$ cat src/hw/rtl/ibfd_pkg.sv
package ibfd_pkg;

  // Default field widths
  localparam int unsigned SAMPLE_BITS_DEF = 16;
  localparam int unsigned TIME_BITS_DEF   = 32;

  // Register widths
  localparam int unsigned MAG_W    = 32;
  localparam int unsigned WINDOW_W = 16;
  localparam int unsigned COUNT_W  = 8;
  localparam int unsigned CFG_W    = 32;
  localparam int unsigned CFG_IDX_W = 2;

  // Result packing: fall_flag, magnitude_sq, over_threshold
  localparam int unsigned OUT_FIELDS_W = 1 + MAG_W + 1;
  localparam int unsigned OUT_TDATA_W  = ((OUT_FIELDS_W + 7) / 8) * 8;

  // Register reset values
  localparam logic [MAG_W-1:0]    THRESHOLD_SQ_RST     = 32'd39225169;
  localparam logic [WINDOW_W-1:0] PAIR_WINDOW_RST      = 16'd200;
  localparam logic [WINDOW_W-1:0] RESET_WINDOW_RST     = 16'd700;
  localparam logic [COUNT_W-1:0]  CROSSINGS_NEEDED_RST = 8'd3;

  typedef enum logic [CFG_IDX_W-1:0] {
    REG_THRESHOLD_SQ     = 2'd0,
    REG_PAIR_WINDOW      = 2'd1,
    REG_RESET_WINDOW     = 2'd2,
    REG_CROSSINGS_NEEDED = 2'd3
  } cfg_reg_t;

  typedef struct packed {
    logic [MAG_W-1:0]    threshold_sq;
    logic [WINDOW_W-1:0] pair_window_ms;
    logic [WINDOW_W-1:0] reset_window_ms;
    logic [COUNT_W-1:0]  crossings_needed;
  } cfg_t;

endpackage

$ cat src/hw/rtl/ibfd_magnitude.sv
module ibfd_magnitude #(
  parameter int unsigned SAMPLE_BITS = ibfd_pkg::SAMPLE_BITS_DEF,
  parameter int unsigned TIME_BITS   = ibfd_pkg::TIME_BITS_DEF
) (
  input  logic                          clk,
  input  logic                          rst,
  input  logic                          in_valid,
  output logic                          in_ready,
  input  logic signed [SAMPLE_BITS-1:0] in_x,
  input  logic signed [SAMPLE_BITS-1:0] in_y,
  input  logic signed [SAMPLE_BITS-1:0] in_z,
  input  logic [TIME_BITS-1:0]          in_now,
  output logic                          out_valid,
  input  logic                          out_ready,
  output logic [ibfd_pkg::MAG_W-1:0]    out_mag,
  output logic [TIME_BITS-1:0]          out_now
);
  import ibfd_pkg::*;

  localparam int unsigned SQ_W  = 2 * SAMPLE_BITS;
  localparam int unsigned SUM_W = SQ_W + 2;
  localparam int unsigned EXT_W = (SUM_W > MAG_W + 1) ? SUM_W : MAG_W + 1;

  // Square stage
  logic                 sq_valid;
  logic [SQ_W-1:0]      sq_x, sq_y, sq_z;
  logic [TIME_BITS-1:0] sq_now;
  logic                 sq_ready;

  logic [SAMPLE_BITS-1:0] abs_x, abs_y, abs_z;
  logic [EXT_W-1:0]       sum;
  logic                   mag_ready;

  // Absolute value; the most negative code maps onto its own bit pattern
  assign abs_x = in_x[SAMPLE_BITS-1] ? (~in_x + 1'b1) : in_x;
  assign abs_y = in_y[SAMPLE_BITS-1] ? (~in_y + 1'b1) : in_y;
  assign abs_z = in_z[SAMPLE_BITS-1] ? (~in_z + 1'b1) : in_z;

  assign mag_ready = !out_valid || out_ready;
  assign sq_ready  = !sq_valid || mag_ready;
  assign in_ready  = sq_ready;

  always_ff @(posedge clk) begin
    if (rst) begin
      sq_valid <= 1'b0;
    end else if (sq_ready) begin
      sq_valid <= in_valid;
    end
  end

  always_ff @(posedge clk) begin
    if (sq_ready && in_valid) begin
      sq_x   <= SQ_W'(abs_x) * SQ_W'(abs_x);
      sq_y   <= SQ_W'(abs_y) * SQ_W'(abs_y);
      sq_z   <= SQ_W'(abs_z) * SQ_W'(abs_z);
      sq_now <= in_now;
    end
  end

  // Sum and saturate stage
  assign sum = EXT_W'(sq_x) + EXT_W'(sq_y) + EXT_W'(sq_z);

  always_ff @(posedge clk) begin
    if (rst) begin
      out_valid <= 1'b0;
    end else if (mag_ready) begin
      out_valid <= sq_valid;
    end
  end

  always_ff @(posedge clk) begin
    if (mag_ready && sq_valid) begin
      out_mag <= (sum > EXT_W'({MAG_W{1'b1}})) ? {MAG_W{1'b1}} : sum[MAG_W-1:0];
      out_now <= sq_now;
    end
  end

endmodule

$ cat src/hw/rtl/ibfd_burst.sv
module ibfd_burst #(
  parameter int unsigned TIME_BITS = ibfd_pkg::TIME_BITS_DEF
) (
  input  logic                       clk,
  input  logic                       rst,
  input  ibfd_pkg::cfg_t             cfg,
  input  logic                       in_valid,
  output logic                       in_ready,
  input  logic [ibfd_pkg::MAG_W-1:0] in_mag,
  input  logic [TIME_BITS-1:0]       in_now,
  output logic                       out_valid,
  input  logic                       out_ready,
  output logic                       out_fall,
  output logic [ibfd_pkg::MAG_W-1:0] out_mag,
  output logic                       out_over
);
  import ibfd_pkg::*;

  logic                 above_flag, above_flag_next;
  logic [COUNT_W-1:0]   crossing_count, crossing_count_next;
  logic [TIME_BITS-1:0] prev_crossing_time, prev_crossing_time_next;
  logic [TIME_BITS-1:0] last_counted_time, last_counted_time_next;

  logic                 adv;
  logic                 over;
  logic                 fall;
  logic [TIME_BITS-1:0] since_counted, since_prev;
  logic [COUNT_W-1:0]   count_base, count_inc;

  assign in_ready = !out_valid || out_ready;
  assign adv      = in_ready && in_valid;

  assign over          = in_mag >= cfg.threshold_sq;
  assign since_counted = in_now - last_counted_time;
  assign since_prev    = in_now - prev_crossing_time;
  assign count_base    = (since_counted >= TIME_BITS'(cfg.reset_window_ms)) ?
                         '0 : crossing_count;
  assign count_inc     = count_base + 1'b1;

  always_comb begin
    above_flag_next         = over;
    crossing_count_next     = count_base;
    prev_crossing_time_next = prev_crossing_time;
    last_counted_time_next  = last_counted_time;
    fall                    = 1'b0;
    if (over && !above_flag) begin
      if (since_prev <= TIME_BITS'(cfg.pair_window_ms)) begin
        if (count_inc >= cfg.crossings_needed) begin
          crossing_count_next = '0;
          fall                = 1'b1;
        end else begin
          crossing_count_next    = count_inc;
          last_counted_time_next = in_now;
        end
      end
      if (!fall) begin
        prev_crossing_time_next = in_now;
      end
    end
  end

  always_ff @(posedge clk) begin
    if (rst) begin
      above_flag         <= 1'b0;
      crossing_count     <= '0;
      prev_crossing_time <= '0;
      last_counted_time  <= '0;
      out_valid          <= 1'b0;
    end else begin
      if (in_ready) begin
        out_valid <= in_valid;
      end
      if (adv) begin
        above_flag         <= above_flag_next;
        crossing_count     <= crossing_count_next;
        prev_crossing_time <= prev_crossing_time_next;
        last_counted_time  <= last_counted_time_next;
      end
    end
  end

  always_ff @(posedge clk) begin
    if (adv) begin
      out_fall <= fall;
      out_mag  <= in_mag;
      out_over <= over;
    end
  end

  a_fall_needs_over: assert property (@(posedge clk) disable iff (rst)
    out_valid && out_fall |-> out_over)
    else $error("fall flagged on a sample below threshold");

  a_fall_clears_count: assert property (@(posedge clk) disable iff (rst)
    adv && fall |=> crossing_count == '0)
    else $error("count not cleared after a fall");

  a_below_clears_above: assert property (@(posedge clk) disable iff (rst)
    adv && !over |=> !above_flag)
    else $error("above flag held after a sample below threshold");

endmodule

$ cat src/hw/rtl/impact_burst_fall_detector.sv
// Impact burst fall detector.
//
// Slave stream (s_*): one accelerometer sample per transaction, three
// signed axis values and a wrapping millisecond time stamp. Master stream
// (m_*): exactly one result per sample, in order: the fall flag, the
// saturated sum of squares and the over-threshold flag.
// Configuration: cfg_wr_en writes cfg_wdata into register cfg_index at the
// rising edge; write only while no sample is in flight.
//
// Pipeline: a sample accepted into the input register passes the square, sum and
// result registers before m_tvalid rises.
// Throughput: one sample per cycle while m_tready is high; each stage holds its
// own valid bit, so bubbles close up and a new sample is taken while a result waits.
// The burst state (above flag, crossing count, two crossing times) is read
// and written in the same cycle at the result register.
//
// Reset (rst, synchronous): clears all stage valid bits and the burst
// state, and loads the register defaults.
// A stall on m_tready holds the result; ready propagates back stage by
// stage, and s_tready drops once every stage holds a sample.
module impact_burst_fall_detector #(
  parameter int unsigned SAMPLE_BITS = ibfd_pkg::SAMPLE_BITS_DEF,
  parameter int unsigned TIME_BITS   = ibfd_pkg::TIME_BITS_DEF,
  localparam int unsigned IN_TDATA_W = ((3 * SAMPLE_BITS + TIME_BITS + 7) / 8) * 8
) (
  input  logic                              clk,
  input  logic                              rst,
  // accel_x, accel_y, accel_z (SAMPLE_BITS each), now_ms (TIME_BITS), zero pad
  input  logic [IN_TDATA_W-1:0]             s_tdata,
  input  logic                              s_tvalid,
  output logic                              s_tready,
  // fall_flag [0], magnitude_sq [32:1], over_threshold [33], zero pad
  output logic [ibfd_pkg::OUT_TDATA_W-1:0]  m_tdata,
  output logic                              m_tvalid,
  input  logic                              m_tready,
  input  logic                              cfg_wr_en,
  input  logic [ibfd_pkg::CFG_IDX_W-1:0]    cfg_index,
  input  logic [ibfd_pkg::CFG_W-1:0]        cfg_wdata
);
  import ibfd_pkg::*;

  localparam int unsigned X_LO = 0;
  localparam int unsigned Y_LO = SAMPLE_BITS;
  localparam int unsigned Z_LO = 2 * SAMPLE_BITS;
  localparam int unsigned T_LO = 3 * SAMPLE_BITS;

  cfg_t cfg;

  // Configuration registers; bits above each register's width drop
  always_ff @(posedge clk) begin
    if (rst) begin
      cfg.threshold_sq     <= THRESHOLD_SQ_RST;
      cfg.pair_window_ms   <= PAIR_WINDOW_RST;
      cfg.reset_window_ms  <= RESET_WINDOW_RST;
      cfg.crossings_needed <= CROSSINGS_NEEDED_RST;
    end else if (cfg_wr_en) begin
      unique case (cfg_reg_t'(cfg_index))
        REG_THRESHOLD_SQ:     cfg.threshold_sq     <= cfg_wdata[MAG_W-1:0];
        REG_PAIR_WINDOW:      cfg.pair_window_ms   <= cfg_wdata[WINDOW_W-1:0];
        REG_RESET_WINDOW:     cfg.reset_window_ms  <= cfg_wdata[WINDOW_W-1:0];
        REG_CROSSINGS_NEEDED: cfg.crossings_needed <= cfg_wdata[COUNT_W-1:0];
        default: ;
      endcase
    end
  end

  // Input register
  logic                          in_valid;
  logic signed [SAMPLE_BITS-1:0] in_x, in_y, in_z;
  logic [TIME_BITS-1:0]          in_now;
  logic                          mag_in_ready;

  assign s_tready = !in_valid || mag_in_ready;

  always_ff @(posedge clk) begin
    if (rst) begin
      in_valid <= 1'b0;
    end else if (s_tready) begin
      in_valid <= s_tvalid;
    end
  end

  // Capture the fields; padding bits are ignored
  always_ff @(posedge clk) begin
    if (s_tready && s_tvalid) begin
      in_x   <= s_tdata[X_LO +: SAMPLE_BITS];
      in_y   <= s_tdata[Y_LO +: SAMPLE_BITS];
      in_z   <= s_tdata[Z_LO +: SAMPLE_BITS];
      in_now <= s_tdata[T_LO +: TIME_BITS];
    end
  end

  // Squares and saturated sum
  logic                 mag_valid, mag_ready;
  logic [MAG_W-1:0]     mag;
  logic [TIME_BITS-1:0] mag_now;

  ibfd_magnitude #(
    .SAMPLE_BITS (SAMPLE_BITS),
    .TIME_BITS   (TIME_BITS)
  ) u_magnitude (
    .clk       (clk),
    .rst       (rst),
    .in_valid  (in_valid),
    .in_ready  (mag_in_ready),
    .in_x      (in_x),
    .in_y      (in_y),
    .in_z      (in_z),
    .in_now    (in_now),
    .out_valid (mag_valid),
    .out_ready (mag_ready),
    .out_mag   (mag),
    .out_now   (mag_now)
  );

  // Threshold compare, burst tracking and result register
  logic             res_fall, res_over;
  logic [MAG_W-1:0] res_mag;

  ibfd_burst #(
    .TIME_BITS (TIME_BITS)
  ) u_burst (
    .clk       (clk),
    .rst       (rst),
    .cfg       (cfg),
    .in_valid  (mag_valid),
    .in_ready  (mag_ready),
    .in_mag    (mag),
    .in_now    (mag_now),
    .out_valid (m_tvalid),
    .out_ready (m_tready),
    .out_fall  (res_fall),
    .out_mag   (res_mag),
    .out_over  (res_over)
  );

  assign m_tdata = {(OUT_TDATA_W - OUT_FIELDS_W)'(0), res_over, res_mag, res_fall};

endmodule
$ cat config.mk
export PLATFORM = sky130hd
export DESIGN_NAME = impact_burst_fall_detector
export DESIGN_NICKNAME = d
export VERILOG_FILES = /design/src/hw/rtl/ibfd_pkg.sv /design/src/hw/rtl/ibfd_magnitude.sv /design/src/hw/rtl/ibfd_burst.sv /design/src/hw/rtl/impact_burst_fall_detector.sv
export SDC_FILE = /design/constraint.sdc
export NUM_CORES = 2
export LEC_CHECK = 0
export CORE_UTILIZATION = 60
export CTS_CLUSTER_SIZE = 24
export DETAILED_ROUTE_END_ITERATION = 12
export DONT_BUFFER_PORTS = 1
export GPL_TIMING_DRIVEN = 1
export PLACE_DENSITY = 0.79
export SYNTH_ARGS = -nofsm -noshare
export SYNTH_HDL_FRONTEND = slang
export SYNTH_HIERARCHICAL = 1
export SYNTH_SLANG_ARGS = --single-unit
$ cat constraint.sdc
create_clock -name clk -period 9.18 [get_ports clk]
set_input_delay 1.377 -clock clk [delete_from_list [all_inputs] [get_ports clk]]
set_output_delay 1.377 -clock clk [all_outputs]
set_load 0.01 [all_outputs]
# After elaboration in Yosys (flattened, before gate mapping)
# Index checks and enable logic that the tools add are counted.
dict set report op_classes {
  n_addsub 8
  mul 3
  order_cmp 5
  eq_ne 3
  muxes 10
  bitwise 5
  reduce_logical 21
}
# operator n
set ops {}
lappend ops {{multiplier 16 x 16 -> 32 bit} 3}
lappend ops {{subtractor 32 bit} 2}
lappend ops {{adder 16 x 1 -> 16 bit (second input constant)} 3}
lappend ops {{2-to-1 mux 16 bit} 3}
lappend ops {{NOT 16 bit} 3}
lappend ops {{adder 34 x 32 -> 34 bit} 1}
lappend ops {{greater-than comparator 34 x 32 -> 1 bit (second input constant)} 1}
lappend ops {{adder 32 x 32 -> 33 bit} 1}
lappend ops {{greater-or-equal comparator 32 x 16 -> 1 bit} 1}
lappend ops {{greater-or-equal comparator 32 bit} 1}
lappend ops {{<= comparator 32 x 16 -> 1 bit} 1}
lappend ops {{2-to-1 mux 8 bit} 4}
lappend ops {{adder 8 x 1 -> 8 bit (second input constant)} 1}
lappend ops {{greater-or-equal comparator 8 bit} 1}
lappend ops {{AND reduction 2 bit} 4}
lappend ops {{logical AND 1 bit} 5}
lappend ops {{logical NOT 1 bit} 5}
lappend ops {{equality test 2 bit (second input constant)} 2}
lappend ops {{logical OR 1 bit} 4}
lappend ops {{AND reduction 4 bit} 1}
lappend ops {{2-to-1 mux 1 bit} 3}
lappend ops {{AND reduction 3 bit} 1}
lappend ops {{equality test 2 x 1 -> 1 bit (second input constant)} 1}
lappend ops {{logical NOT 2 bit} 1}
lappend ops {{NOT 1 bit} 2}
dict set report totals {
  reg_bits 455
  in_bits 119
  output_inout_bits 42
  elab_cells 80
}

# Depth between registers and ports, before layout
dict set report logic_depth {
  ltp_word 10
  mapped_depth 36
  depth_no_buf 34
}

# By module
# The synthesis kept the hierarchy.
# module n_inst cells_each area_per_inst_um2 seq_area_each_um2
set by_module_without_submodules {}
lappend by_module_without_submodules {ibfd_magnitude 1 2944 29595.9 5715.5}
lappend by_module_without_submodules {ibfd_burst 1 1216 9895.7 2502.4}
lappend by_module_without_submodules {impact_burst_fall_detector 1 381 5511.5 3863.7}

# Worst setup path after synthesis
# No wires, ideal clock.
dict set report synth_timing {
  path_kind {register to register}
  startpoint {register in_z[0]}
  endpoint {register u_magnitude.sq_z[31], data pin}
  setup_ns 0.261
  t_arrival_ns 8.251
  t_required_ns 8.919
  path_slack_ns 0.668
  stages_incl_launch_ff 34
  path_buffers 1
  synth_period_minus_slack_ns 8.512
  path_cell_list {edfxtp_1 -> inv_1 -> clkbuf_1 -> ha_1 -> nand2_1 -> or3_1 -> or2_2 -> o21ai_0 -> xor2_1 -> clkinv_1 -> nand2_1 -> inv_1 -> fa_1 -> inv_1 -> fa_1 -> inv_1 -> fa_1 -> inv_1 -> fa_1 -> inv_1 -> fa_1 -> inv_1 -> fa_1 -> inv_1 -> ha_1 -> and3_1 -> a31o_2 -> a21o_1 -> a221oi_1 -> o211a_1 -> a211o_1 -> o211a_1 -> a32oi_1 -> xnor2_1}
}
dict set report synth_between {
  elab_chain_len 4
}
# element line
set synth_rtl {}
lappend synth_rtl {{start: declaration} impact_burst_fall_detector.sv:69} ;# logic signed [SAMPLE_BITS-1:0] in_x, in_y, in_z;
lappend synth_rtl {{start signal: assignment} impact_burst_fall_detector.sv:88} ;# in_z <= s_tdata[Z_LO +: SAMPLE_BITS];
lappend synth_rtl {{NOT 16 bit} ibfd_magnitude.sv:37} ;# assign abs_z = in_z[SAMPLE_BITS-1] ? (~in_z + 1'b1) : in_z;
lappend synth_rtl {{adder 16 x 1 -> 16 bit} ibfd_magnitude.sv:37}
lappend synth_rtl {{2-to-1 mux 16 bit *} ibfd_magnitude.sv:37}
lappend synth_rtl {{multiplier 16 x 16 -> 32 bit *} ibfd_magnitude.sv:55} ;# sq_z <= SQ_W'(abs_z) * SQ_W'(abs_z);
lappend synth_rtl {{end signal: assignment} ibfd_magnitude.sv:55}
lappend synth_rtl {{end: declaration} ibfd_magnitude.sv:26} ;# logic [SQ_W-1:0] sq_x, sq_y, sq_z;
# Mark *: on every way between the ends. The rest lies on a longest branch, timed or not.
# A chain may end at the register's enable or synchronous reset.

# Worst setup path after layout
dict set report layout_timing {
  startpoint {register in_y[5]}
  endpoint {register u_magnitude.sq_y[30], data pin}
}
dict set report layout_between {
  elab_chain_len 4
}
# element line
set layout_rtl {}
lappend layout_rtl {{start: declaration} impact_burst_fall_detector.sv:69}
lappend layout_rtl {{start signal: assignment} impact_burst_fall_detector.sv:87} ;# in_y <= s_tdata[Y_LO +: SAMPLE_BITS];
lappend layout_rtl {{NOT 16 bit} ibfd_magnitude.sv:36} ;# assign abs_y = in_y[SAMPLE_BITS-1] ? (~in_y + 1'b1) : in_y;
lappend layout_rtl {{adder 16 x 1 -> 16 bit} ibfd_magnitude.sv:36}
lappend layout_rtl {{2-to-1 mux 16 bit *} ibfd_magnitude.sv:36}
lappend layout_rtl {{multiplier 16 x 16 -> 32 bit *} ibfd_magnitude.sv:54} ;# sq_y <= SQ_W'(abs_y) * SQ_W'(abs_y);
lappend layout_rtl {{end signal: assignment} ibfd_magnitude.sv:54}
lappend layout_rtl {{end: declaration} ibfd_magnitude.sv:26}
# Marked as above.

==> flow_summary.toml <==
[outcome]
outcome = "complete, no violations"

[hold_path]
min_path_cells = 0
hp-class = "flip-flop to flip-flop"
whs_endpoint = "u_magnitude/out_now[17]"
min_from = "u_magnitude/sq_now[17]"

[grt]
antenna_found_initial = 2
grt_pass1_wl_mm = 166.4
grt_pass1_vias = 32710
grt_max_degree = 194
gr-total-overflow = 0
grt_usage = 0.2783

[sta]
fmax_mhz = 115.4
slew_headroom = 0.2045
finClkSkew_ns = 0.04554
finalSetupViolCount = 0
drv_slew = 0
finalSetupTns_ns = 0
finalHoldViolCount = 0
finalCritPeriodShare = 0.9440
worst_pin_slew_ns = 1.193
finalCriticalPeriod_ns = 8.666
rsz0062_at_grt = "false"

[placed_design]
portBuffers = 0
dp_hpwl_mm = 83.72
globalplace.congestion = 0.9672

[setup_path]
start_kind = "flip-flop"
reg2reg_to = "u_magnitude/sq_y[30]"
path_max_fanout = 9
rrSetupSlack_ns = 0.51
r2r_cells = 28
crit_top_cell = "fa_1"
worstSetupPathType = "flip-flop to flip-flop"
cp.arrival_ns = 8.98
worst-path-buf-inv = 6
critPathCaptureType = "flip-flop"
critPathLaunch = "in_y[5]"
required_ns = 9.49
r2r_start = "in_y[5]"
cp_slowest_cell = "or4_4"
cp_top_family = "adder cells"
slowest_delay_ns = 0.55

[synth]
synth-simple-area-share = 0.1131
synth_compound_area_frac = 0.09825
synthArstFlopShare = 0
ys_seq_elements = 452
synth_xor_area_frac = 0.04240
ys.flop_type = "edfxtp_1"
synth.distinct_cells = 102
syn_inst = 4541
synth_top_area_cell = "fa_1"
ys_seq_area_frac = 0.2685
synth-edff-count = 303
synth_area_leaders = "fa_1, edfxtp_1, ha_1"
synth_mux_area_frac = 0.03139
synth_top_family_by_area = "adder cells"
synth_area_per_cell_um2 = 9.910
syn_area_um2 = 45000
yosys_warnings = 6
synthAdderAreaFrac = 0.3593
synth_top_area_frac = 0.2331

[floorplan]
fp.dieH_um = 275.9
rows = 100
die-area_um2 = 76100
die_w_um = 275.9
start_util = 0.6055
ios = 161
core_area_um2 = 74320

[clocking]
tritoncts.num_buffers = 52
clock_latency_ns = 0.62
htree_levels = 2
clkSlewWorstSetupHoldPaths_ns = 0.06
post_cts_buffers = 0
clock-root-buffer = "clkbuf_16"
cts_hold_buf = 0
cts_resized = 0
clock_sinks = 452
cts_tree = "yes"
cts_max_path_buffers = 3

[layout]
fillCellCount = 5811
drive_gt1_frac = 0.04083
nets = 5658
area_growth_pct = 6.383

[routing]
ant_nets = 0
drt_first_iter_violations = 2199
routed_wl_mm = 103.6
via_per_inst = 5.712
drt_first_pass_iters = 6
drcViolationCount = 0
vias = 31850
wl_per_cell_um = 18.58

[run]
max-cap-violations = 0
[routing by layer]
layer | track usage | wire length (µm)
met1 | 0.3377 | 40740
met3 | 0.03671 | 5835
met2 | 0.4882 | 51770
met4 | 0.1340 | 5274
met5 | 0 | 0
[area by class of cell]
type                    instances  area [µm²]  share of cell area
diodes                          2       5.005           0.0001045
clock buffers                  56        1316             0.02749
clock inverters                42       469.2            0.009800
inverters                     870        3266             0.06821
multi-input cells            3142       29200              0.6100
flip-flops and latches        452       12080              0.2524
well taps                     969        1212             0.02532
repair buffers                 43       322.8            0.006743
[logic make-up (layout without fill, tap and decap cells)]
family | count (synthesis) | in the layout
fa+ha+maj | 978 | 978
compound gates | 670 | 670
buf+inv | 986 | 1011
other cells | 3 | 44
mux | 141 | 141
flops | 452 | 452
simple gates | 1097 | 1097
xor+xnor | 214 | 214
[placed cells by master, fill, tap and decap left out, types with 11 or more instances in the layout]
| cell | Yosys | layout |
|---|---|---|
| inv_1 | 851 | 851 |
| fa_1 | 524 | 524 |
| ha_1 | 454 | 454 |
| nor2_1 | 408 | 408 |
| nand2_1 | 322 | 322 |
| edfxtp_1 | 303 | 303 |
| a21oi_1 | 182 | 182 |
| dfxtp_1 | 149 | 149 |
| mux2i_1 | 140 | 140 |
| xnor2_1 | 140 | 138 |
| o21ai_0 | 131 | 131 |
| nand2b_1 | 119 | 119 |
| a21o_1 | 81 | 81 |
| xor2_1 | 71 | 71 |
| clkbuf_16 | 0 | 52 |
| buf_4 | 14 | 43 |
| conb_1 | 3 | 42 |
| nand3_1 | 41 | 41 |
| nor3_1 | 37 | 37 |
| o21a_1 | 32 | 32 |
| nand4_1 | 31 | 31 |
| clkinv_1 | 13 | 24 |
| o21bai_1 | 24 | 24 |
| nor2b_1 | 20 | 18 |
| o211ai_1 | 18 | 18 |
| a31oi_1 | 17 | 17 |
| a211oi_1 | 17 | 17 |
| and3_1 | 16 | 16 |
| o31ai_1 | 15 | 15 |
| nor4_1 | 13 | 13 |
| and2_1 | 15 | 13 |
| o21ai_1 | 13 | 13 |
| clkinv_2 | 0 | 11 |
| a2111oi_0 | 11 | 11 |
| o22ai_1 | 11 | 11 |
| o2111ai_1 | 11 | 11 |
| or4_1 | 11 | 11 |
[how the worst max path moves through the flow]
stage                                       to  slack (ns)  cells past startpoint
after floorplan           u_magnitude/sq_z[31]        0.67                     33
after global placement    u_magnitude/sq_z[31]        0.52                     33
after detailed placement  u_magnitude/sq_z[31]        0.33                     33
after CTS                 u_magnitude/sq_z[21]        0.35                     33
after global routing      u_magnitude/sq_z[31]       0.008                     32
final                     u_magnitude/sq_y[30]        0.51                     28
[state kept, by name (all words and copies together), names as in the netlist, 8 cells and up]
name                        count
cfg                            72
u_magnitude/out_mag            32
u_magnitude/sq_now             32
u_burst/last_counted_time      32
u_burst/out_mag                32
u_magnitude/out_now            32
in_y                           16
in_x                           16
u_magnitude/sq_z               31
u_magnitude/sq_y               31
u_burst/prev_crossing_time     32
in_now                         32
u_magnitude/sq_x               31
u_burst/crossing_count          8
in_z                           16
[cells in the mapped netlist (all sizes together) (81+ instances only)]
cell type / number
inv: 857
edfxtp: 303
a21oi: 188
a21o: 81
fa: 524
nand2: 322
nor2: 410
dfxtp: 149
nand2b: 119
ha: 454
o21ai: 144
mux2i: 140
xnor2: 140
[stage by stage]
stage          area (µm²)  hold WS, ns  setup WS (ns)    util  cells
2_1_floorplan       45150       0.4003         0.6679       -   4580
3_3_place_gp        46060       0.4034         0.5208  0.6198   5476
3_5_place_dp        46060       0.4045         0.3318  0.6198   5476
4_1_cts             47850       0.4169         0.3479  0.6438   5574
5_1_grt             47880       0.4233       0.008281  0.6442   5576
6_report            47880       0.4155         0.5139  0.6442   5576
Power is not shown: default switching activity piles up to over one toggle a cycle in this logic, so the estimate is an artifact.
